### config.mk
export PLATFORM = sky130hd
export DESIGN_NAME = strm_front
export DESIGN_NICKNAME = d
export VERILOG_FILES = /design/src/hw/rtl/sparse_table_range_minimum_defines.svh /design/src/hw/rtl/strm_pkg.sv /design/src/hw/rtl/strm_front.sv
export SDC_FILE = /design/constraint.sdc
export NUM_CORES = 1
export LEC_CHECK = 0
export BUFFER_PORTS_ARGS = -buffer_cell sky130_fd_sc_hd__clkbuf_2
export CAP_MARGIN = 30
export CORE_MARGIN = 5
export CORE_UTILIZATION = 52
export DETAILED_ROUTE_END_ITERATION = 10
export GPL_ROUTABILITY_DRIVEN = 1
export PLACE_DENSITY = 0.88
export SYNTH_ARGS = -nofsm -noshare
export SYNTH_HDL_FRONTEND = slang
export SYNTH_SLANG_ARGS = --single-unit
### constraint.sdc
create_clock -name clock -period 14.25 [get_ports clock]
set_input_delay 0.7125 -clock clock [delete_from_list [all_inputs] [get_ports clock]]
set_output_delay 0.7125 -clock clock [all_outputs]
set_load 0.1 [all_outputs]
### src/hw/rtl/sparse_table_range_minimum_defines.svh
// Assertion macros shared by the sparse table range minimum RTL.
`ifndef SPARSE_TABLE_RANGE_MINIMUM_DEFINES_SVH
`define SPARSE_TABLE_RANGE_MINIMUM_DEFINES_SVH

// Whenever the antecedent holds, the consequent must hold in the same cycle.
`define STRM_ASSERT_IMPLIES(label, clk, rst, ante, cons, msg) \
   label: assert property (@(posedge clk) disable iff (rst) (ante) |-> (cons)) \
      else $error(msg);

// The condition must never hold outside reset.
`define STRM_ASSERT_NEVER(label, clk, rst, cond, msg) \
   label: assert property (@(posedge clk) disable iff (rst) !(cond)) \
      else $error(msg);

`endif

### src/hw/rtl/strm_pkg.sv
// Package with the shared types, constants and functions of the sparse table block.
package strm_pkg;

   localparam int OP_W     = 2;
   localparam int POS_W    = 10;
   localparam int VAL_W    = 32;
   localparam int CSR_W    = 11;
   localparam int STATUS_W = 2;
   localparam int LEN_W    = POS_W + 1;
   localparam int LOG_W    = $clog2(LEN_W);

   localparam int QUEUE_DEPTH = 4;

   localparam logic [CSR_W-1:0] CSR_RESET = 11'd1024;

   localparam logic [OP_W-1:0] OP_LOAD  = 2'd0;
   localparam logic [OP_W-1:0] OP_BUILD = 2'd1;
   localparam logic [OP_W-1:0] OP_QUERY = 2'd2;

   typedef enum logic [STATUS_W-1:0] {
      ST_OK        = 2'd0,
      ST_BAD_RANGE = 2'd1,
      ST_NOT_BUILT = 2'd2,
      ST_BAD_LOAD  = 2'd3
   } status_type;

   // What the back end has to do with a queued command.
   typedef enum logic [1:0] {
      KIND_REPLY = 2'd0,
      KIND_LOAD  = 2'd1,
      KIND_BUILD = 2'd2,
      KIND_QUERY = 2'd3
   } kind_type;

   typedef struct packed {
      kind_type   kind;
      status_type status;
   } cmd_ctl_type;

   function automatic logic signed [VAL_W-1:0] smin(input logic signed [VAL_W-1:0] a,
                                                    input logic signed [VAL_W-1:0] b);
      return (a <= b) ? a : b;
   endfunction

   function automatic logic [LOG_W-1:0] floor_log2(input logic [LEN_W-1:0] x);
      logic [LOG_W-1:0] k;
      k = '0;
      for (int i = 0; i < LEN_W; i++) begin
         if (x[i]) k = LOG_W'(i);
      end
      return k;
   endfunction

endpackage

### src/hw/rtl/strm_front.sv
// Front end: accepts request words, holds the count register and built mark, classifies.
module strm_front import strm_pkg::*; #(
   parameter int MAX_ELEMENTS = 1024,
   parameter int LEVELS       = 11,
   parameter int IDX_W        = 10,
   parameter int LVL_W        = 4,
   parameter int CNT_W        = 11
) (
   input  logic                    clock,
   input  logic                    reset,
   input  logic                    req_valid,
   output logic                    req_stall,
   input  logic [OP_W-1:0]         req_operation,
   input  logic [POS_W-1:0]        req_position,
   input  logic signed [VAL_W-1:0] req_value,
   input  logic [POS_W-1:0]        req_left,
   input  logic [POS_W-1:0]        req_right,
   input  logic                    csr_wr_en,
   input  logic [CSR_W-1:0]        csr_wr_data,
   input  logic                    q_full,
   output logic                    q_push,
   output cmd_ctl_type             cmd_ctl,
   output logic [LVL_W-1:0]        cmd_level,
   output logic [IDX_W-1:0]        cmd_addr_a,
   output logic [IDX_W-1:0]        cmd_addr_b,
   output logic signed [VAL_W-1:0] cmd_value,
   output logic [CNT_W-1:0]        active_count
);

   logic [CSR_W-1:0] count_ff, count_in;
   logic             built_ff, built_in;
   logic [CNT_W-1:0] pos_x;
   logic [CNT_W-1:0] right_x;
   logic [LEN_W-1:0] len;
   logic [LEN_W-1:0] span;
   logic [LEN_W-1:0] b_full;
   logic [LOG_W-1:0] k_raw;
   logic [LVL_W-1:0] k_lvl;

   // A count above the table size acts as the table size.
   assign active_count = (CNT_W'(count_ff) > CNT_W'(MAX_ELEMENTS)) ?
                         CNT_W'(MAX_ELEMENTS) : CNT_W'(count_ff);

   assign pos_x   = CNT_W'(req_position);
   assign right_x = CNT_W'(req_right);

   // Window level and the start of the second, right-aligned window.
   assign len    = LEN_W'(req_right) - LEN_W'(req_left) + LEN_W'(1);
   assign k_raw  = floor_log2(len);
   assign k_lvl  = (int'(k_raw) >= LEVELS) ? LVL_W'(LEVELS - 1) : LVL_W'(k_raw);
   assign span   = LEN_W'(1) << k_lvl;
   assign b_full = LEN_W'(req_right) + LEN_W'(1) - span;

   assign req_stall = q_full;
   assign q_push    = req_valid && !q_full;
   assign cmd_value = req_value;

   always_comb begin
      cmd_ctl.kind   = KIND_REPLY;
      cmd_ctl.status = ST_OK;
      cmd_level      = '0;
      cmd_addr_a     = '0;
      cmd_addr_b     = '0;
      unique case (req_operation)
         OP_LOAD: begin
            if (pos_x >= active_count) begin
               cmd_ctl.status = ST_BAD_LOAD;
            end else begin
               cmd_ctl.kind = KIND_LOAD;
               cmd_addr_a   = IDX_W'(req_position);
            end
         end
         OP_BUILD: begin
            // With fewer than two elements there is no level to fill.
            if (active_count >= CNT_W'(2)) cmd_ctl.kind = KIND_BUILD;
         end
         OP_QUERY: begin
            if (!built_ff) begin
               cmd_ctl.status = ST_NOT_BUILT;
            end else if ((req_left > req_right) || (right_x >= active_count)) begin
               cmd_ctl.status = ST_BAD_RANGE;
            end else begin
               cmd_ctl.kind = KIND_QUERY;
               cmd_level    = k_lvl;
               cmd_addr_a   = IDX_W'(req_left);
               cmd_addr_b   = IDX_W'(b_full);
            end
         end
         default: begin
            cmd_ctl.kind = KIND_REPLY;
         end
      endcase
   end

   always_comb begin
      built_in = built_ff;
      count_in = count_ff;
      if (q_push) begin
         if ((req_operation == OP_LOAD) && (pos_x < active_count)) built_in = 1'b0;
         if (req_operation == OP_BUILD) built_in = 1'b1;
      end
      if (csr_wr_en) begin
         count_in = csr_wr_data;
         built_in = 1'b0;
      end
   end

   always_ff @(posedge clock) begin
      if (reset) begin
         count_ff <= CSR_RESET;
         built_ff <= 1'b0;
      end else begin
         count_ff <= count_in;
         built_ff <= built_in;
      end
   end

endmodule

After elaboration in Yosys (flattened, before gate mapping) --
Index checks and enable logic that the tools add are counted.
Storage, ports and cells: bits in registers 12, output and inout port bits 73
Cells by class: eq/ne operators 2, multiplexer cells 33, $add $sub $neg 4, reductions and logical operators 8, shifts and indexed selects 1, $lt $le $gt $ge 7
Operators by type and width (number):
- $mux W10 | 6
- $mux W4 | 13
- $ge A10 B11 Y1 | 2
- $pmux W10 S2 | 1
- $add A11 B1 Y11 const B | 1
- $ge A11 B2 Y1 const B | 1
- $gt A11 B11 Y1 const B | 1
- $lt A10 B11 Y1 | 1
- $mux W11 | 1
- $sub A10 B10 Y11 | 1
- $add A10 B1 Y10 const B | 1
- $gt A10 B10 Y1 | 1
- $mux W2 | 5
- $shl A1 B4 Y10 const A | 1
- $sub A10 B10 Y10 | 1
- $pmux W2 S3 | 1
- $mux W1 | 5
- $ge A4 B4 Y1 const B | 1
- $pmux W2 S2 | 1
- $eq A2 B1 Y1 const B | 1
- $eq A2 B2 Y1 const B | 1
- $logic_and A1 B1 Y1 | 2
- $logic_not A2 Y1 | 1
- $reduce_and A2 Y1 | 1
- other kinds (4) | 4

Depth between registers and ports, before layout --
depth after elaboration 19, gate-level depth with buffers 21, depth with buffers taken out 21

Worst setup path before layout --
No wires, ideal clock.
path type in2out, from input req_right[1], to output cmd_addr_b[5], slack 6.412 ns, required time 13.537 ns, arrival 7.126 ns, stages 20, cells stage by stage inv_1 -> ha_1 -> inv_1 -> ha_1 -> fa_1 -> a211oi_2 -> nor4b_1 -> or3b_1 -> buf_6 -> a21oi_4 -> and4b_1 -> ha_1 -> inv_1 -> ha_1 -> fa_1 -> a21oi_1 -> inv_1 -> a21oi_1 -> xor2_1 -> nor4_1
On the way: longest elaborated chain between the ends 19, elaborated cells on any way between the ends 23
RTL lines:
- start: declaration | RTL line strm_front.sv:17 | input logic [POS_W-1:0] req_right,
- $sub A10 B10 Y11 | RTL line strm_front.sv:48 | assign len = LEN_W'(req_right) - LEN_W'(req_left) + LEN_W'(1);
- $add A11 B1 Y11 | RTL line strm_front.sv:48
- $mux W1 | RTL line strm_pkg.sv:49 | if (x[i]) k = LOG_W'(i);
- $mux W4 (9 in series) | RTL line strm_pkg.sv:49
- $ge A4 B4 Y1 | RTL line strm_front.sv:50 | assign k_lvl = (int'(k_raw) >= LEVELS) ? LVL_W'(LEVELS - 1) : LVL_W'(k_raw);
- $mux W4 | RTL line strm_front.sv:50
- $shl A1 B4 Y10 | RTL line strm_front.sv:51 | assign span = LEN_W'(1) << k_lvl;
- $sub A10 B10 Y10 | RTL line strm_front.sv:52 | assign b_full = LEN_W'(req_right) + LEN_W'(1) - span;
- $mux W10 (*) | RTL line strm_front.sv:80 | end else if ((req_left > req_right) || (right_x >= active_count)) begin
- $mux W10 (*) | RTL line strm_front.sv:78 | if (!built_ff) begin
- $mux W10 (*) | RTL line strm_front.sv:64 | unique case (req_operation)
- end: declaration | RTL line strm_front.sv:25 | output logic [IDX_W-1:0] cmd_addr_b,
Mark *: on every way between the ends. The rest lies on a longest branch, timed or not.

Worst setup path after layout --
from input req_right[1], to output cmd_addr_b[9]
The elaborated chain is that of the path after synthesis.

==> impl_metrics.sql <==
INSERT INTO impl_metrics (metric_group, metric, value, unit) VALUES
('outcome', 'outcome', 'finished, final reports clean', ''),
('logic_synthesis', 'syn-cell-area', '3180', 'um^2'),
('clocking', 'post_cts_buffers', '0', ''),
('floorplanning', 'floorplan.die_area', '7790', 'um^2'),
('cells_and_area', 'filler_cell_count', '549', ''),
('sta', 'clock.fmax', '150', 'MHz'),
('logic_synthesis', 'yosysSeqAreaShare', '0.0754', ''),
('drt', 'drc_errors', '0', ''),
('clocking', 'tritoncts_clock_tree', 'yes', ''),
('global_routing', 'antenna_found_initial', '0', ''),
('logic_synthesis', 'ys.flop_type', 'dfxtp_1', ''),
('logic_synthesis', 'flop_and_latch_count_out_of_synthesis', '12', ''),
('drt', 'drt.antenna.violating_nets', '0', ''),
('cells_and_area', 'layout-drive-gt1-share', '0.239', ''),
('drt', 'vias_per_cell', '5.83', ''),
('sta', 'hold_slack', '0.502', 'ns'),
('cells_and_area', 'area_growth_syn_to_layout', '8.13', '%'),
('clocking', 'worst_skew_pair.late_latency', '0.24', 'ns'),
('logic_synthesis', 'synthesis.instances', '406', ''),
('logic_synthesis', 'netlist_top_cells_area', 'ha_1, buf_4, dfxtp_1', ''),
('global_routing', 'grt_start_max_net_pins', '16', ''),
('drt', 'drt-total-wl', '8.42', 'mm'),
('sta', 'min_period', '6.65', 'ns'),
('logic_synthesis', 'synth_area_leader_cell', 'ha_1', ''),
('sta', 'worst_slew_pin_slew', '0.843', 'ns'),
('global_routing', 'first_global_vias', '3024', ''),
('clocking', 'numCtsBuffers', '3', ''),
('sta', 'finalMaxSlewViolations', '0', ''),
('clocking', 'clock_sink_count', '12', ''),
('floorplanning', 'floorplan.io_pins', '153', ''),
('drt', 'drt_first_iter_violations', '121', ''),
('placed_design', 'input_output_buffers', '88', ''),
('floorplanning', 'total_core_area', '5920', 'um^2'),
('cells_and_area', 'finish.net_count', '601', ''),
('pwr', 'irDropWorstVdd', '67.4', 'uV'),
('floorplanning', 'start_util', '0.538', ''),
('hold_path', 'hold_class', 'flip-flop to flip-flop', ''),
('global_routing', 'grt_use_total', '0.218', ''),
('floorplanning', 'chipHeight', '88.3', 'um'),
('sta', 'slew_headroom', '0.437', ''),
('drt', 'vias', '3068', ''),
('pwr', 'power_density', '66.5', 'nW/um^2'),
('sta', 'fin_tns_setup', '0', 'ns'),
('critical_path', 'cp_max_fo', '7', ''),
('floorplanning', 'std_cell_rows', '28', ''),
('pwr', 'leakage', '1.79', 'nW'),
('sta', 'final-hold-violation-count', '0', ''),
('global_routing', 'grt_overflow', '0', ''),
('sta', 'timing.final.crit_share', '0.466', ''),
('clocking', 'clock_tree.buffer_depth', '2', ''),
('logic_synthesis', 'yosysWarningCount', '0', ''),
('critical_path', 'start_to_end_type_of_the_worst_setup_path', 'primary input to output port', ''),
('clocking', 'holdBufCountCts', '0', ''),
('critical_path', 'critical_path_end_type', 'output port', ''),
('clocking', 'post_cts_resize_count', '0', ''),
('clocking', 'cts_max_level', '1', ''),
('logic_synthesis', 'syn-num-nets', '554', ''),
('critical_path', 'cp.required', '13.54', 'ns'),
('clocking', 'root_buffer', 'clkbuf_8', ''),
('floorplanning', 'die_w', '88.3', 'um'),
('logic_synthesis', 'synth_edf_count', '0', ''),
('cells_and_area', 'fin_area', '3440', 'um^2'),
('placed_design', 'dp.final_hpwl', '7.25', 'mm'),
('logic_synthesis', 'fraction_of_registers_with_async_set_reset', '0', ''),
('placed_design', 'placed_cell_area', '3400', 'um^2'),
('drt', 'drtPass1Iterations', '4', ''),
('logic_synthesis', 'synthDistinctLibCells', '64', ''),
('critical_path', 'critPathLaunchType', 'primary input', ''),
('global_routing', 'grt_pass1_wl', '13.8', 'mm'),
('logic_synthesis', 'syn_area_per_cell', '7.84', 'um^2'),
('clocking', 'clkSlewWorstSetupHoldPaths', '0.05', 'ns'),
('job', 'drv_cap', '0', ''),
('cells_and_area', 'antenna_cells_inserted', '0', ''),
('sta', 'timing.clock.skew', '0.00191', 'ns'),
('logic_synthesis', 'synth_largest_type_area_fraction', '0.259', ''),
('critical_path', 'cp_data_arrival_time', '5.93', 'ns'),
('placed_design', 'routabilityCongestion', '0.848', ''),
('sta', 'grt_setup_unrepaired', 'no', ''),
('drt', 'routed_wire_length_per_instance', '16.0', 'um'),
('sta', 'report.final.setup_viol', '0', '');
[synthesized netlist by cell type, types with 4 or more instances]
library cell  count
nand4_1           8
nand2_1          16
and3_1            4
nor4_1            5
o21ai_0          11
nand2b_1         10
nand3_1          10
dfxtp_1          12
nor2_1           30
xor2_1            7
o211ai_1          6
clkbuf_1          5
nor2b_1          10
and2_1            8
inv_1            39
a21oi_1          22
o21a_1            5
ha_1             66
buf_2             4
mux2i_1          10
a22o_1           10
buf_4            36
nor3_1            4
xnor2_1           7
a21o_1            5
[state kept, by name, summed over array words and instances, names as in the netlist]
signal / flops
count_ff: 11
built_ff: 1
[critical path, cell delays in order]
cell and delay, ns:
clkbuf_2 0.09, inv_1 0.08, ha_1 0.32, inv_1 0.05, ha_1 0.23, fa_1 0.42, a211oi_2 0.34, nor4b_1 0.09
or3b_1 0.51, a21oi_4 0.23, and4b_1 0.22, ha_1 0.27, inv_1 0.04, ha_1 0.21, fa_1 0.41, a21oi_1 0.20
o211ai_1 0.17, o41ai_1 0.39, xnor2_1 0.19, and3_1 0.18, o21a_1 0.10, clkbuf_2 0.45
[layout by cell type (no fill, tap or decap), types with 2 or more instances in the layout]
cell type	instances
clkbuf_2	88
ha_1	66
inv_1	39
nor2_1	30
a21oi_1	22
nand2_1	16
dfxtp_1	12
o21ai_0	11
nand3_1	10
nand2b_1	10
nor2b_1	10
a22o_1	10
mux2i_1	10
nand4_1	8
and2_1	8
xnor2_1	7
xor2_1	7
o211ai_1	6
o21a_1	5
nor4_1	5
a21o_1	5
nor3_1	4
and3_1	4
or3_1	3
o21bai_1	3
a211oi_1	3
o41ai_1	3
clkbuf_8	3
mux2_2	2
a311oi_1	2
o22ai_1	2
nor3b_1	2
nand3b_1	2
nand4b_1	2
and4_1	2
or2_2	2
fa_1	2
[through the flow]
stage | total power [W] | utilization | setup WS (ns) | instances
after global routing | 0.000247 | 0.582 | 7.22 | 526
after detailed placement | 0.000197 | 0.575 | 7.61 | 523
final | 0.000229 | 0.582 | 7.60 | 526
after CTS | 0.000229 | 0.582 | 7.58 | 526
after floorplan | 0.000208 | - | 6.41 | 406
after global placement | 0.000192 | 0.575 | 7.81 | 523
[where the power goes]
part / internal [W] / switching (W)
sequential: 0.0000356 / 0.00000206
combinational: 0.0000581 / 0.000102
clock: 0.0000186 / 0.0000124
total: 0.000112 / 0.000117
[logic make-up after synthesis]
kind of cell | synth area share
xor+xnor | 0.0385
flops | 0.0754
buf+inv | 0.148
fa+ha+maj | 0.272
simple gates | 0.219
mux | 0.0385
compound gates | 0.209
[routing by layer]
layer / GRT usage / vias up / routed length [um]
li1: - / 1514 / -
met1: 0.262 / 1414 / 3320
met2: 0.389 / 114 / 4180
met3: 0.0335 / 26 / 638
met4: 0.0838 / 0 / 283
met5: 0 / - / 0
[worst paths after layout]
kind	slack [ns]	depth (start not counted)	end	startpoint
worst max register to register	11.57	11	built_ff	count_ff[9]
worst min register to register	0.50	2	built_ff	built_ff
worst max-delay path	7.60	22	cmd_addr_b[9]	req_right[1]
worst min-delay path	0.50	2	built_ff	built_ff
[final cells by class]
type	instances	area, um^2	area share
Tap cell	75	93.8	0.0273
Inverter	39	146	0.0425
Sequential cell	12	240	0.0698
Multi-Input combinational cell	308	2470	0.718
Clock buffer	3	41.3	0.0120
Timing Repair Buffer	89	448	0.130
Note: power is estimated with default switching activity, not from simulation.
