**config.mk**
```make
export PLATFORM = sky130hd
export DESIGN_NAME = strm_queue
export DESIGN_NICKNAME = d
export VERILOG_FILES = /design/src/hw/rtl/strm_queue.sv
export VERILOG_INCLUDE_DIRS = /design/src /design/src/hw/rtl
export SDC_FILE = /design/constraint.sdc
export NUM_CORES = 1
export LEC_CHECK = 0
export BUFFER_PORTS_ARGS = -buffer_cell sky130_fd_sc_hd__buf_4
export CAP_MARGIN = 20
export CORE_UTILIZATION = 36
export CTS_CLUSTER_SIZE = 20
export DETAILED_ROUTE_END_ITERATION = 7
export PLACE_DENSITY_LB_ADDON = 0.3
export SYNTH_ARGS = -nofsm -noshare
export SYNTH_HDL_FRONTEND = slang
export SYNTH_SLANG_ARGS = --single-unit
```
**constraint.sdc**
```tcl
create_clock -name clock -period 2.1 [get_ports clock]
set_clock_uncertainty 0.05 [all_clocks]
set_input_delay 0.42 -clock clock [delete_from_list [all_inputs] [get_ports clock]]
set_output_delay 0.42 -clock clock [all_outputs]
set_load 0.01 [all_outputs]
```
**src/hw/rtl/sparse_table_range_minimum_defines.svh**
```systemverilog
// Assertion macros shared by the sparse table range minimum RTL.
`ifndef SPARSE_TABLE_RANGE_MINIMUM_DEFINES_SVH
`define SPARSE_TABLE_RANGE_MINIMUM_DEFINES_SVH

// Whenever the antecedent holds, the consequent must hold in the same cycle.
`define STRM_ASSERT_IMPLIES(label, clk, rst, ante, cons, msg) \
   label: assert property (@(posedge clk) disable iff (rst) (ante) |-> (cons)) \
      else $error(msg);

// The condition must never hold outside reset.
`define STRM_ASSERT_NEVER(label, clk, rst, cond, msg) \
   label: assert property (@(posedge clk) disable iff (rst) !(cond)) \
      else $error(msg);

`endif

```
**src/hw/rtl/strm_queue.sv**
```systemverilog
// Short command queue between the front end and the back end.
`include "sparse_table_range_minimum_defines.svh"

module strm_queue #(
   parameter int WIDTH = 8,
   parameter int DEPTH = 4
) (
   input  logic             clock,
   input  logic             reset,
   input  logic             push,
   input  logic [WIDTH-1:0] push_data,
   output logic             full,
   input  logic             pop,
   output logic [WIDTH-1:0] pop_data,
   output logic             empty
);

   localparam int PTR_W = $clog2(DEPTH);
   localparam int CNT_W = $clog2(DEPTH + 1);

   logic [WIDTH-1:0] entries_ff [DEPTH];
   logic [PTR_W-1:0] wr_ptr_ff, wr_ptr_in;
   logic [PTR_W-1:0] rd_ptr_ff, rd_ptr_in;
   logic [CNT_W-1:0] count_ff, count_in;

   assign full     = (count_ff == CNT_W'(DEPTH));
   assign empty    = (count_ff == '0);
   assign pop_data = entries_ff[rd_ptr_ff];

   always_comb begin
      wr_ptr_in = wr_ptr_ff;
      rd_ptr_in = rd_ptr_ff;
      count_in  = count_ff;
      if (push) begin
         wr_ptr_in = (wr_ptr_ff == PTR_W'(DEPTH - 1)) ? '0 : wr_ptr_ff + PTR_W'(1);
      end
      if (pop) begin
         rd_ptr_in = (rd_ptr_ff == PTR_W'(DEPTH - 1)) ? '0 : rd_ptr_ff + PTR_W'(1);
      end
      if (push && !pop) begin
         count_in = count_ff + CNT_W'(1);
      end else if (pop && !push) begin
         count_in = count_ff - CNT_W'(1);
      end
   end

   always_ff @(posedge clock) begin
      if (push) begin
         entries_ff[wr_ptr_ff] <= push_data;
      end
   end

   always_ff @(posedge clock) begin
      if (reset) begin
         wr_ptr_ff <= '0;
         rd_ptr_ff <= '0;
         count_ff  <= '0;
      end else begin
         wr_ptr_ff <= wr_ptr_in;
         rd_ptr_ff <= rd_ptr_in;
         count_ff  <= count_in;
      end
   end

   `STRM_ASSERT_IMPLIES(a_queue_no_overflow, clock, reset, push, !full, "push into a full queue")
   `STRM_ASSERT_IMPLIES(a_queue_no_underflow, clock, reset, pop, !empty, "pop from an empty queue")

endmodule

```
* After elaboration in Yosys (flattened, before gate mapping)
Memory sizes are Yosys's and may differ from the RTL's. A register that Yosys moved wholly into a read port is not among the register bits.
Index checks and enable logic that the tools add are counted.
** Storage, ports and cells
- Bits in registers :: 7
- Bits in writable memories :: 32
- Output and inout port bits :: 10
- Memories :: 1
** Memories
- entries_ff :: depth 4, width 8, rd ports 1, clocked after memory_dff 1, write ports 1, line strm_queue.sv:21 : logic [WIDTH-1:0] entries_ff [DEPTH];
** Cells by class
- Add/sub/neg operators :: 4
- Equality and inequality tests :: 3
- Muxes and demuxes :: 8
- Reductions and logical operators :: 6
** Operators with widths (count)
- two-way mux 2 bit :: 4
- two-way mux 3 bit :: 2
- adder 2 x 1 -> 2 bit, second input constant :: 2
- equality test 2 bit, second input constant :: 2
- adder 3 x 1 -> 3 bit, second input constant :: 1
- equality test 3 bit, second input constant :: 1
- zero test 3 bit :: 1
- subtractor 3 x 1 -> 3 bit, second input constant :: 1
- logical AND 1 bit :: 2
- zero test 1 bit :: 2
- two-way mux 1 bit :: 2
- nonzero test 2 bit :: 1

* Logic depth before layout (Yosys ltp)
Gate-level depths: netlist of run 1.
- Word-level depth :: 4
- Gate-level depth with buffers :: 7
- Depth with buffers taken out :: 7

* Worst setup path after synthesis of run 1
Ideal clock, no wire load.
- Kind :: input-to-reg
- From :: input pop
- To :: register count_ff[2]
- Library setup time :: 70 ps
- Arrival :: 1612 ps
- Setup slack :: 368 ps
- Stages on the path :: 7
- Path through :: inv_1 ha_1 inv_1 fa_1 xor2_1 or3_1 a21oi_1
** On the way
- Cells in the longest elaborated chain, start to end :: 3
- Elaborated cells on any way between the ends :: 5
- Classes of those cells :: mux (1); reduce/logical (4)
** RTL lines
- start: declaration :: line strm_queue.sv:13 : input logic pop,
- zero test 1 bit :: line strm_queue.sv:40 : if (push && !pop) begin
- logical AND 1 bit :: line strm_queue.sv:40
- two-way mux 3 bit or nonzero test 2 bit (tied branches)
- end signal: assignment :: line strm_queue.sv:61 : count_ff <= count_in;
- end: declaration :: line strm_queue.sv:24 : logic [CNT_W-1:0] count_ff, count_in;
Several ways; a longest one is shown, not always the timed one.
A chain may end at the register's enable or synchronous reset.

==> metrics.txt, run 1 <==
# TYPE chip_impl_metric gauge
chip_impl_metric{name="layout.cell_area.non_filler",unit="sq mm"} 0.00190
chip_impl_metric{name="place.port_buffers",unit=""} 21
chip_impl_metric{name="detailedRoute.firstPassIterationCount",unit=""} 4
chip_impl_metric{name="r2r.worst_path.cells",unit=""} 4
chip_impl_metric{name="grt_overflow_total",unit=""} 0
chip_impl_metric{name="clock_sink_count",unit=""} 41
chip_impl_metric{name="drt-total-wl",unit="mm"} 2.52
chip_impl_metric{name="cts_repair_resize_count",unit=""} 0
chip_impl_metric{name="instance_count_of_the_mapped_netlist",unit=""} 86
chip_impl_metric{name="ys_types",unit=""} 17
chip_impl_metric{name="grt_first_pass_wirelength",unit="mm"} 3.96
chip_impl_metric{name="vias_per_cell",unit=""} 4.91
chip_impl_info{name="status",value="complete, no violations"} 1
chip_impl_metric{name="clkTransAtPathRegs",unit="ns"} 0.08
chip_impl_info{name="rsz_0062_raised_after_global_routing",value="false"} 1
chip_impl_info{name="layout.cells.most_common_list",value="sky130_fd_sc_hd__edfxtp_1, sky130_fd_sc_hd__buf_4, sky130_fd_sc_hd__dfxtp_1"} 1
chip_impl_info{name="critical_path.reg2reg.endpoint",value="count_ff[2]"} 1
chip_impl_metric{name="ff_latch_count_synth",unit=""} 41
chip_impl_metric{name="fp.dieArea",unit="sq mm"} 0.00471
chip_impl_metric{name="finish.net_count",unit=""} 132
chip_impl_metric{name="power_leakage",unit="nW"} 0.702
chip_impl_metric{name="max_slew_margin",unit=""} 0.710
chip_impl_metric{name="postPlaceCellArea",unit="sq mm"} 0.00181
chip_impl_metric{name="syn-mean-instance-area",unit="sq um"} 18.6
chip_impl_metric{name="gp_congestion",unit=""} 0.769
chip_impl_metric{name="cts_setup_buffers",unit=""} 0
chip_impl_metric{name="core.rowCount",unit=""} 23
chip_impl_info{name="crit_path_cell_trace",value="buf_4 > mux4_2 > buf_4"} 1
chip_impl_metric{name="synthToLayoutAreaGrowth",unit="%"} 18.9
chip_impl_info{name="crit_path_frequent_cell",value="sky130_fd_sc_hd__buf_4"} 1
chip_impl_metric{name="slew_at_the_pin_closest_to_its_max_slew_limit",unit="ns"} 0.435
chip_impl_metric{name="critical-path-max-stage-delay",unit="ns"} 0.53
chip_impl_metric{name="chipHeight",unit="um"} 68.6
chip_impl_metric{name="biggest_fanout_along_the_worst_timing_path",unit=""} 8
chip_impl_metric{name="holdBufCountCts",unit=""} 0
chip_impl_metric{name="seq_area_frac_synth",unit=""} 0.714
chip_impl_metric{name="max-vdd-ir-drop",unit="uV"} 546
chip_impl_info{name="hold_start",value="push_data[4]"} 1
chip_impl_metric{name="arrival",unit="ns"} 1.49
chip_impl_metric{name="detailroute.via_count",unit=""} 805
chip_impl_metric{name="final_layout_size_suffix_gt1_frac",unit=""} 0.316
chip_impl_info{name="timing.critical_path.from_type",value="flip-flop"} 1
chip_impl_metric{name="critPathBufInv",unit=""} 2
chip_impl_info{name="cts_root_buf",value="sky130_fd_sc_hd__clkbuf_8"} 1
chip_impl_metric{name="routedWlPerCell",unit="um"} 15.3
chip_impl_metric{name="required",unit="ns"} 1.63
chip_impl_metric{name="ios",unit=""} 22
chip_impl_metric{name="finalHoldViolations",unit=""} 0
chip_impl_metric{name="clock_latency_on_the_worst_skew_pair",unit="ns"} 0.29
chip_impl_metric{name="fmax",unit="GHz"} 0.510
chip_impl_metric{name="ys_warnings",unit=""} 0
chip_impl_info{name="tritoncts",value="yes"} 1
chip_impl_info{name="worst_hold_path_type",value="input pin to flip-flop"} 1
chip_impl_metric{name="grt_antenna_before_repair",unit=""} 0
chip_impl_metric{name="slew_violations",unit=""} 0
chip_impl_metric{name="cts_max_level",unit=""} 2
chip_impl_metric{name="worst_hold_path_cells",unit=""} 1
chip_impl_metric{name="setup.reg_to_reg.worst_slack",unit="ns"} 0.54
chip_impl_metric{name="n_antenna_cell",unit=""} 0
chip_impl_metric{name="drc",unit=""} 0
chip_impl_metric{name="placeableCoreArea",unit="sq mm"} 0.00414
chip_impl_info{name="critical_path.slowest_cell",value="sky130_fd_sc_hd__mux4_2"} 1
chip_impl_metric{name="grt_max_degree",unit=""} 13
chip_impl_metric{name="max_cap_violations",unit=""} 0
chip_impl_metric{name="first_global_vias",unit=""} 848
chip_impl_metric{name="drt_first_iter_violations",unit=""} 35
chip_impl_info{name="worstSetupPathType",value="flip-flop to output pin"} 1
chip_impl_metric{name="antenna_left",unit=""} 0
chip_impl_metric{name="totalNegativeSetupSlack",unit="ns"} 0
chip_impl_info{name="layout_commonest_cell",value="sky130_fd_sc_hd__edfxtp_1"} 1
chip_impl_metric{name="die_width",unit="um"} 68.6
chip_impl_info{name="worstSetupEndpointType",value="output pin"} 1
chip_impl_metric{name="total_power_per_unit_cell_area",unit="mW/mm^2"} 889
chip_impl_metric{name="finalSetupViolations",unit=""} 0
chip_impl_metric{name="floorplan.initialDensity",unit=""} 0.386
chip_impl_metric{name="finalCritPeriodShare",unit=""} 0.934
chip_impl_metric{name="postSynthNetCount",unit=""} 105
chip_impl_info{name="holdPathEnd",value="entries_ff[0][4]"} 1
chip_impl_metric{name="clock_tree.buffer_depth",unit=""} 2
chip_impl_info{name="timing.rr.start",value="count_ff[0]"} 1
chip_impl_metric{name="detailed_place_hpwl",unit="mm"} 1.72
chip_impl_metric{name="overall_track_demand_over_capacity_in_global_routing",unit=""} 0.131
chip_impl_metric{name="clock_buffers_created_by_tritoncts",unit=""} 5
chip_impl_info{name="cpLargestDelayFamily",value="multiplexers"} 1
chip_impl_metric{name="period_minus_slack",unit="ns"} 1.96
chip_impl_metric{name="synth.cell_area",unit="sq mm"} 0.00160
==> flip-flops by register name, summed over array words and instances, names as in the netlist, named ones only <==
register    flops
count_ff        3
entries_ff     32
rd_ptr_ff       2
wr_ptr_ff       2
==> power breakdown <==
group / switching (W) / leakage [nW] / internal (W)
clock network: 0.000257 / 0.0455 / 0.000268
logic: 0.0000975 / 0.288 / 0.000114
registers: 0.0000281 / 0.368 / 0.000923
total: 0.000383 / 0.702 / 0.00130
==> logic make-up (layout without fill, tap and decap cells) <==
family,count (synthesis),count (layout),synth area share
AND/OR/NAND/NOR,15,15,0.0485
flip-flops,41,41,0.714
XOR/XNOR,2,2,0.0110
adder cells (fa/ha/maj),7,7,0.0595
multiplexers,12,12,0.138
AO/OA/AOI/OAI,3,3,0.00939
buffers and inverters,6,34,0.0196
==> cell type report <==
type,instances,area (sq um)
Sequential cell,41,1140
Fill cell,373,2240
Tap cell,50,62.6
Inverter,4,15.0
Timing Repair Buffer,22,165
Clock buffer,8,90.1
Multi-Input combinational cell,39,425
==> metal layers <==
metal | GRT usage | wire length (um) | vias up
met3 | 0.0411 | 110 | 9
met4 | 0.109 | 96 | 0
met2 | 0.217 | 1280 | 22
li1 | - | - | 379
met5 | 0 | 0 | -
met1 | 0.134 | 1030 | 395
==> synthesized netlist by cell type, drive strengths merged <==
cell type / count / share of area
a21oi: 2 / 0.0063
buf: 1 / 0.0070
o21ai: 1 / 0.0031
or3: 1 / 0.0039
ha: 6 / 0.047
nor3: 1 / 0.0031
clkbuf: 1 / 0.0031
and2: 4 / 0.016
inv: 4 / 0.0094
nor3b: 2 / 0.0094
xor2: 2 / 0.011
edfxtp: 32 / 0.60
mux2i: 4 / 0.025
nor2: 7 / 0.016
mux4: 8 / 0.11
dfxtp: 9 / 0.11
fa: 1 / 0.013
==> worst register-to-register path, delay by kind of cell, from the launching register on <==
family	cells	cell delay [ns]
adders and majority gates	1	0.45
and+or+nand+nor	1	0.32
xor gates and xnor gates	1	0.16
DFF	1	0.36
AOI/OAI and AO/OA	1	0.16
==> metrics by stage <==
stage | total power [W] | hold WS [ns] | setup slack (ns) | utilization | cells
after floorplan | 0.00109 | 0.410 | 0.368 | - | 86
after global placement | 0.00118 | 0.436 | 0.211 | 0.437 | 156
after detailed placement | 0.00119 | 0.472 | 0.103 | 0.437 | 156
after CTS | 0.00171 | 0.266 | 0.0988 | 0.458 | 164
after global routing | 0.00177 | 0.265 | 0.0582 | 0.458 | 164
final | 0.00169 | 0.274 | 0.139 | 0.458 | 164
==> worst max path at each step <==
| stage | from | to | slack (ns) | cells after the start |
|---|---|---|---|---|
| detailed placement | pop | count_ff[2] | 0.10 | 8 |
| CTS | flip-flop | pop_data[5] | 0.1 | 3 |
| floorplan | pop | count_ff[2] | 0.37 | 7 |
| global route | flip-flop | pop_data[5] | 0.06 | 3 |
| global placement | pop | count_ff[2] | 0.21 | 8 |
| finish | flip-flop | pop_data[5] | 0.14 | 3 |
(Power assumes the default switching activity.)
==> run 2: changes to the inputs <==
--- a/config.mk
+++ b/config.mk
@@ -6,8 +6,10 @@
 export SDC_FILE = /design/constraint.sdc
 export NUM_CORES = 1
 export LEC_CHECK = 0
+export ABC_AREA = 1
 export BUFFER_PORTS_ARGS = -buffer_cell sky130_fd_sc_hd__buf_4
 export CAP_MARGIN = 20
+export CORE_MARGIN = 2
 export CORE_UTILIZATION = 36
 export CTS_CLUSTER_SIZE = 20
 export DETAILED_ROUTE_END_ITERATION = 7
==> metrics.txt, run 2 <==
# TYPE chip_impl_metric gauge
chip_impl_info{name="status",value="complete, no violations"} 1
chip_impl_metric{name="gp_congestion",unit=""} 0.823
chip_impl_info{name="most_frequent_cell_after_synthesis",value="sky130_fd_sc_hd__edfxtp_1"} 1
chip_impl_metric{name="seq_power_share",unit=""} 0.579
chip_impl_metric{name="chipHeight",unit="um"} 71.7
chip_impl_metric{name="totalPowerFinal",unit="W"} 0.00165
chip_impl_info{name="cell_taking_the_most_area_after_synthesis",value="sky130_fd_sc_hd__edfxtp_1"} 1
chip_impl_metric{name="final_layout_size_suffix_gt1_frac",unit=""} 0.210
chip_impl_metric{name="arrival",unit="ns"} 1.41
chip_impl_metric{name="overall_track_demand_over_capacity_in_global_routing",unit=""} 0.140
chip_impl_metric{name="clkTransAtPathRegs",unit="ns"} 0.07
chip_impl_info{name="cts_root_buf",value="sky130_fd_sc_hd__clkbuf_8"} 1
chip_impl_info{name="hold_start",value="reset"} 1
chip_impl_metric{name="clock_latency_on_the_worst_skew_pair",unit="ns"} 0.29
chip_impl_metric{name="number_of_enable_flip_flop_cells_after_synthesis",unit=""} 32
chip_impl_metric{name="layout.cell_area.non_filler",unit="sq mm"} 0.00194
chip_impl_info{name="synth_commonest_cells",value="sky130_fd_sc_hd__edfxtp_1, sky130_fd_sc_hd__nor2_1, sky130_fd_sc_hd__inv_1, sky130_fd_sc_hd__o21ai_0, sky130_fd_sc_hd__dfxtp_1"} 1
chip_impl_metric{name="synth.cell_area",unit="sq mm"} 0.00165
chip_impl_metric{name="drc",unit=""} 0
chip_impl_metric{name="detailroute.via_count",unit=""} 1089
chip_impl_metric{name="clock_power_share",unit=""} 0.282
chip_impl_metric{name="cellInternalPower",unit="W"} 0.00125
chip_impl_metric{name="switching_power",unit="W"} 0.000401
chip_impl_metric{name="final-instance-count-excl-fill",unit=""} 214
chip_impl_metric{name="power_leakage",unit="nW"} 0.772
chip_impl_metric{name="finalSetupViolations",unit=""} 0
chip_impl_metric{name="drt-total-wl",unit="mm"} 3.22
chip_impl_metric{name="finish.utilization",unit=""} 0.442
chip_impl_metric{name="swShare",unit=""} 0.244
chip_impl_metric{name="fp.dieArea",unit="sq mm"} 0.00515
chip_impl_metric{name="fmax",unit="GHz"} 0.533
chip_impl_metric{name="max-vdd-ir-drop",unit="uV"} 432
chip_impl_metric{name="ys_warnings",unit=""} 0
chip_impl_info{name="timing.critical_path.from_type",value="flip-flop"} 1
chip_impl_metric{name="routedWlPerCell",unit="um"} 15.1
chip_impl_info{name="worstSetupPathType",value="flip-flop to output pin"} 1
chip_impl_info{name="timing.rr.start",value="wr_ptr_ff[0]"} 1
chip_impl_metric{name="max_slew_margin",unit=""} 0.742
chip_impl_metric{name="holdBufCountCts",unit=""} 0
chip_impl_metric{name="biggest_fanout_along_the_worst_timing_path",unit=""} 10
chip_impl_info{name="worstSetupEndpointType",value="output pin"} 1
chip_impl_metric{name="synth_top_area_share",unit=""} 0.582
chip_impl_info{name="worst_hold_path_type",value="input pin to flip-flop"} 1
chip_impl_metric{name="largest_register_ffs",unit=""} 32
chip_impl_metric{name="finish.net_count",unit=""} 181
chip_impl_metric{name="finalHoldViolations",unit=""} 0
chip_impl_metric{name="slew_at_the_pin_closest_to_its_max_slew_limit",unit="ns"} 0.386
chip_impl_metric{name="max_cap_violations",unit=""} 0
chip_impl_metric{name="place.port_buffers",unit=""} 21
chip_impl_metric{name="ys_types",unit=""} 19
chip_impl_metric{name="seq_area_frac_synth",unit=""} 0.691
chip_impl_metric{name="core.rowCount",unit=""} 24
chip_impl_metric{name="ff_latch_count_synth",unit=""} 41
chip_impl_metric{name="slew_violations",unit=""} 0
chip_impl_metric{name="detailedRoute.firstPassIterationCount",unit=""} 4
chip_impl_metric{name="drt_first_iter_violations",unit=""} 54
chip_impl_metric{name="place_inst",unit=""} 207
chip_impl_info{name="tritoncts",value="yes"} 1
chip_impl_metric{name="totalNegativeSetupSlack",unit="ns"} 0
chip_impl_metric{name="synthToLayoutAreaGrowth",unit="%"} 17.3
chip_impl_info{name="regMostFlops",value="entries_ff"} 1
chip_impl_metric{name="async_reset_ff_frac",unit=""} 0
chip_impl_metric{name="pwr-share-comb",unit=""} 0.139
chip_impl_metric{name="instance_count_of_the_mapped_netlist",unit=""} 135
chip_impl_metric{name="period_minus_slack",unit="ns"} 1.88
chip_impl_metric{name="clock_sink_count",unit=""} 41
chip_impl_metric{name="cts_max_level",unit=""} 2
chip_impl_metric{name="vias_per_cell",unit=""} 5.09
chip_impl_metric{name="grt_overflow_total",unit=""} 0
chip_impl_info{name="postSynth.topFlopCell",value="sky130_fd_sc_hd__edfxtp_1"} 1
chip_impl_info{name="reg.largest.list",value="entries_ff: 32 flops, count_ff: 3 flops"} 1
chip_impl_metric{name="syn-mean-instance-area",unit="sq um"} 12.2
chip_impl_metric{name="first_global_vias",unit=""} 1142
chip_impl_metric{name="antenna_left",unit=""} 0
chip_impl_metric{name="placeableCoreArea",unit="sq mm"} 0.00438
chip_impl_info{name="layout.cells.most_common_list",value="sky130_fd_sc_hd__edfxtp_1, sky130_fd_sc_hd__nor2_1, sky130_fd_sc_hd__buf_4"} 1
chip_impl_metric{name="total_power_per_unit_cell_area",unit="mW/mm^2"} 850
chip_impl_info{name="rsz_0062_raised_after_global_routing",value="false"} 1
chip_impl_metric{name="clock_tree.buffer_depth",unit=""} 2
chip_impl_metric{name="finalCritPeriodShare",unit=""} 0.894
chip_impl_metric{name="die_width",unit="um"} 71.7
chip_impl_metric{name="ios",unit=""} 22
chip_impl_info{name="layout_commonest_cell",value="sky130_fd_sc_hd__edfxtp_1"} 1
chip_impl_info{name="synth_top_cells_by_area",value="sky130_fd_sc_hd__edfxtp_1, sky130_fd_sc_hd__dfxtp_1, sky130_fd_sc_hd__nor2_1"} 1
chip_impl_metric{name="detailed_place_hpwl",unit="mm"} 2.16
chip_impl_metric{name="required",unit="ns"} 1.63
chip_impl_metric{name="floorplan.initialDensity",unit=""} 0.377
chip_impl_metric{name="grt_antenna_before_repair",unit=""} 0
chip_impl_metric{name="postPlaceCellArea",unit="sq mm"} 0.00186
chip_impl_metric{name="postSynthNetCount",unit=""} 154
chip_impl_metric{name="n_antenna_cell",unit=""} 0
chip_impl_metric{name="grt_max_degree",unit=""} 17
chip_impl_metric{name="clock_buffers_created_by_tritoncts",unit=""} 5
chip_impl_metric{name="grt_first_pass_wirelength",unit="mm"} 5.29
==> run 2: cell types whose count changed after synthesis, moves of 3 or more <==
cell	delta
sky130_fd_sc_hd__mux2i_1	-4
sky130_fd_sc_hd__o21ai_0	+14
sky130_fd_sc_hd__nor2_1	+15
sky130_fd_sc_hd__nand2_1	+8
sky130_fd_sc_hd__nor3_1	+3
sky130_fd_sc_hd__inv_1	+11
sky130_fd_sc_hd__o22ai_1	+8
sky130_fd_sc_hd__mux4_2	-8
sky130_fd_sc_hd__and2_1	-4
==> run 2: final timing paths <==
check / slack, ns / endpoint / cells past startpoint
worst max-delay path: 0.22 / pop_data[1] / 4
worst min-delay path: 0.27 / wr_ptr_ff[0] / 2
worst max register to register: 0.73 / entries_ff[3][2] / 3
worst min register to register: 0.50 / wr_ptr_ff[1] / 2
==> run 2: routing by layer <==
metal / global-route usage / up-vias / wire (um)
met3: 0.0450 / 6 / 128
met2: 0.242 / 19 / 1700
met5: 0 / - / 0
li1: - / 522 / -
met1: 0.160 / 542 / 1340
met4: 0.0566 / 0 / 55
==> run 2: power groups by stage <==
| stage | combinational (W) | clock (W) | sequential [W] |
|---|---|---|---|
| 6_report | 0.000229 | 0.000464 | 0.000952 |
| 3_3_place_gp | 0.000215 | 0 | 0.000967 |
| 5_1_grt | 0.000258 | 0.000510 | 0.000958 |
| 2_1_floorplan | 0.000131 | 0 | 0.000959 |
| 3_5_place_dp | 0.000227 | 0 | 0.000970 |
| 4_1_cts | 0.000232 | 0.000473 | 0.000952 |
==> run 2: final cells by class <==
class / count / area, sq um
fillers: 417 / 2450
flip-flops and latches: 41 / 1140
multi-input cells: 76 / 428
repair buffers: 22 / 165
clock buffers: 6 / 72.6
well taps: 52 / 65.1
inverters: 16 / 60.1
clock inverters: 1 / 3.75
==> run 2: timing repair <==
| action | 4_1_cts | 5_1_grt |
|---|---|---|
| setup endpoints to repair | 0 | 6 |
| gates resized for setup | 0 | 2 |
| setup buffers | 0 | 0 |
==> run 2: kinds of logic (layout without fill, tap and decap cells) <==
logic type	after synthesis	in the layout	synth area share
XOR/XNOR	1	1	0.00530
AND/OR/NAND/NOR	38	38	0.0947
flip-flops	41	41	0.691
adder cells (fa/ha/maj)	7	7	0.0576
AO/OA/AOI/OAI	30	30	0.102
buffers and inverters	18	45	0.0500
==> run 2: worst max-delay path: stages (launching register included) <==
cell and delay [ns]:
sky130_fd_sc_hd__dfxtp_2 0.45, sky130_fd_sc_hd__buf_4 0.20, sky130_fd_sc_hd__o21ai_0 0.10, sky130_fd_sc_hd__o22ai_1 0.22, sky130_fd_sc_hd__buf_4 0.16
==> run 2: through the flow <==
| step | hold WS, ns | worst slack [ns] |
|---|---|---|
| final | 0.274 | 0.223 |
| after global placement | 0.450 | 0.415 |
| after floorplan | 0.440 | 0.579 |
| after detailed placement | 0.482 | 0.326 |
| after global routing | 0.264 | 0.0750 |
| after CTS | 0.269 | 0.0179 |
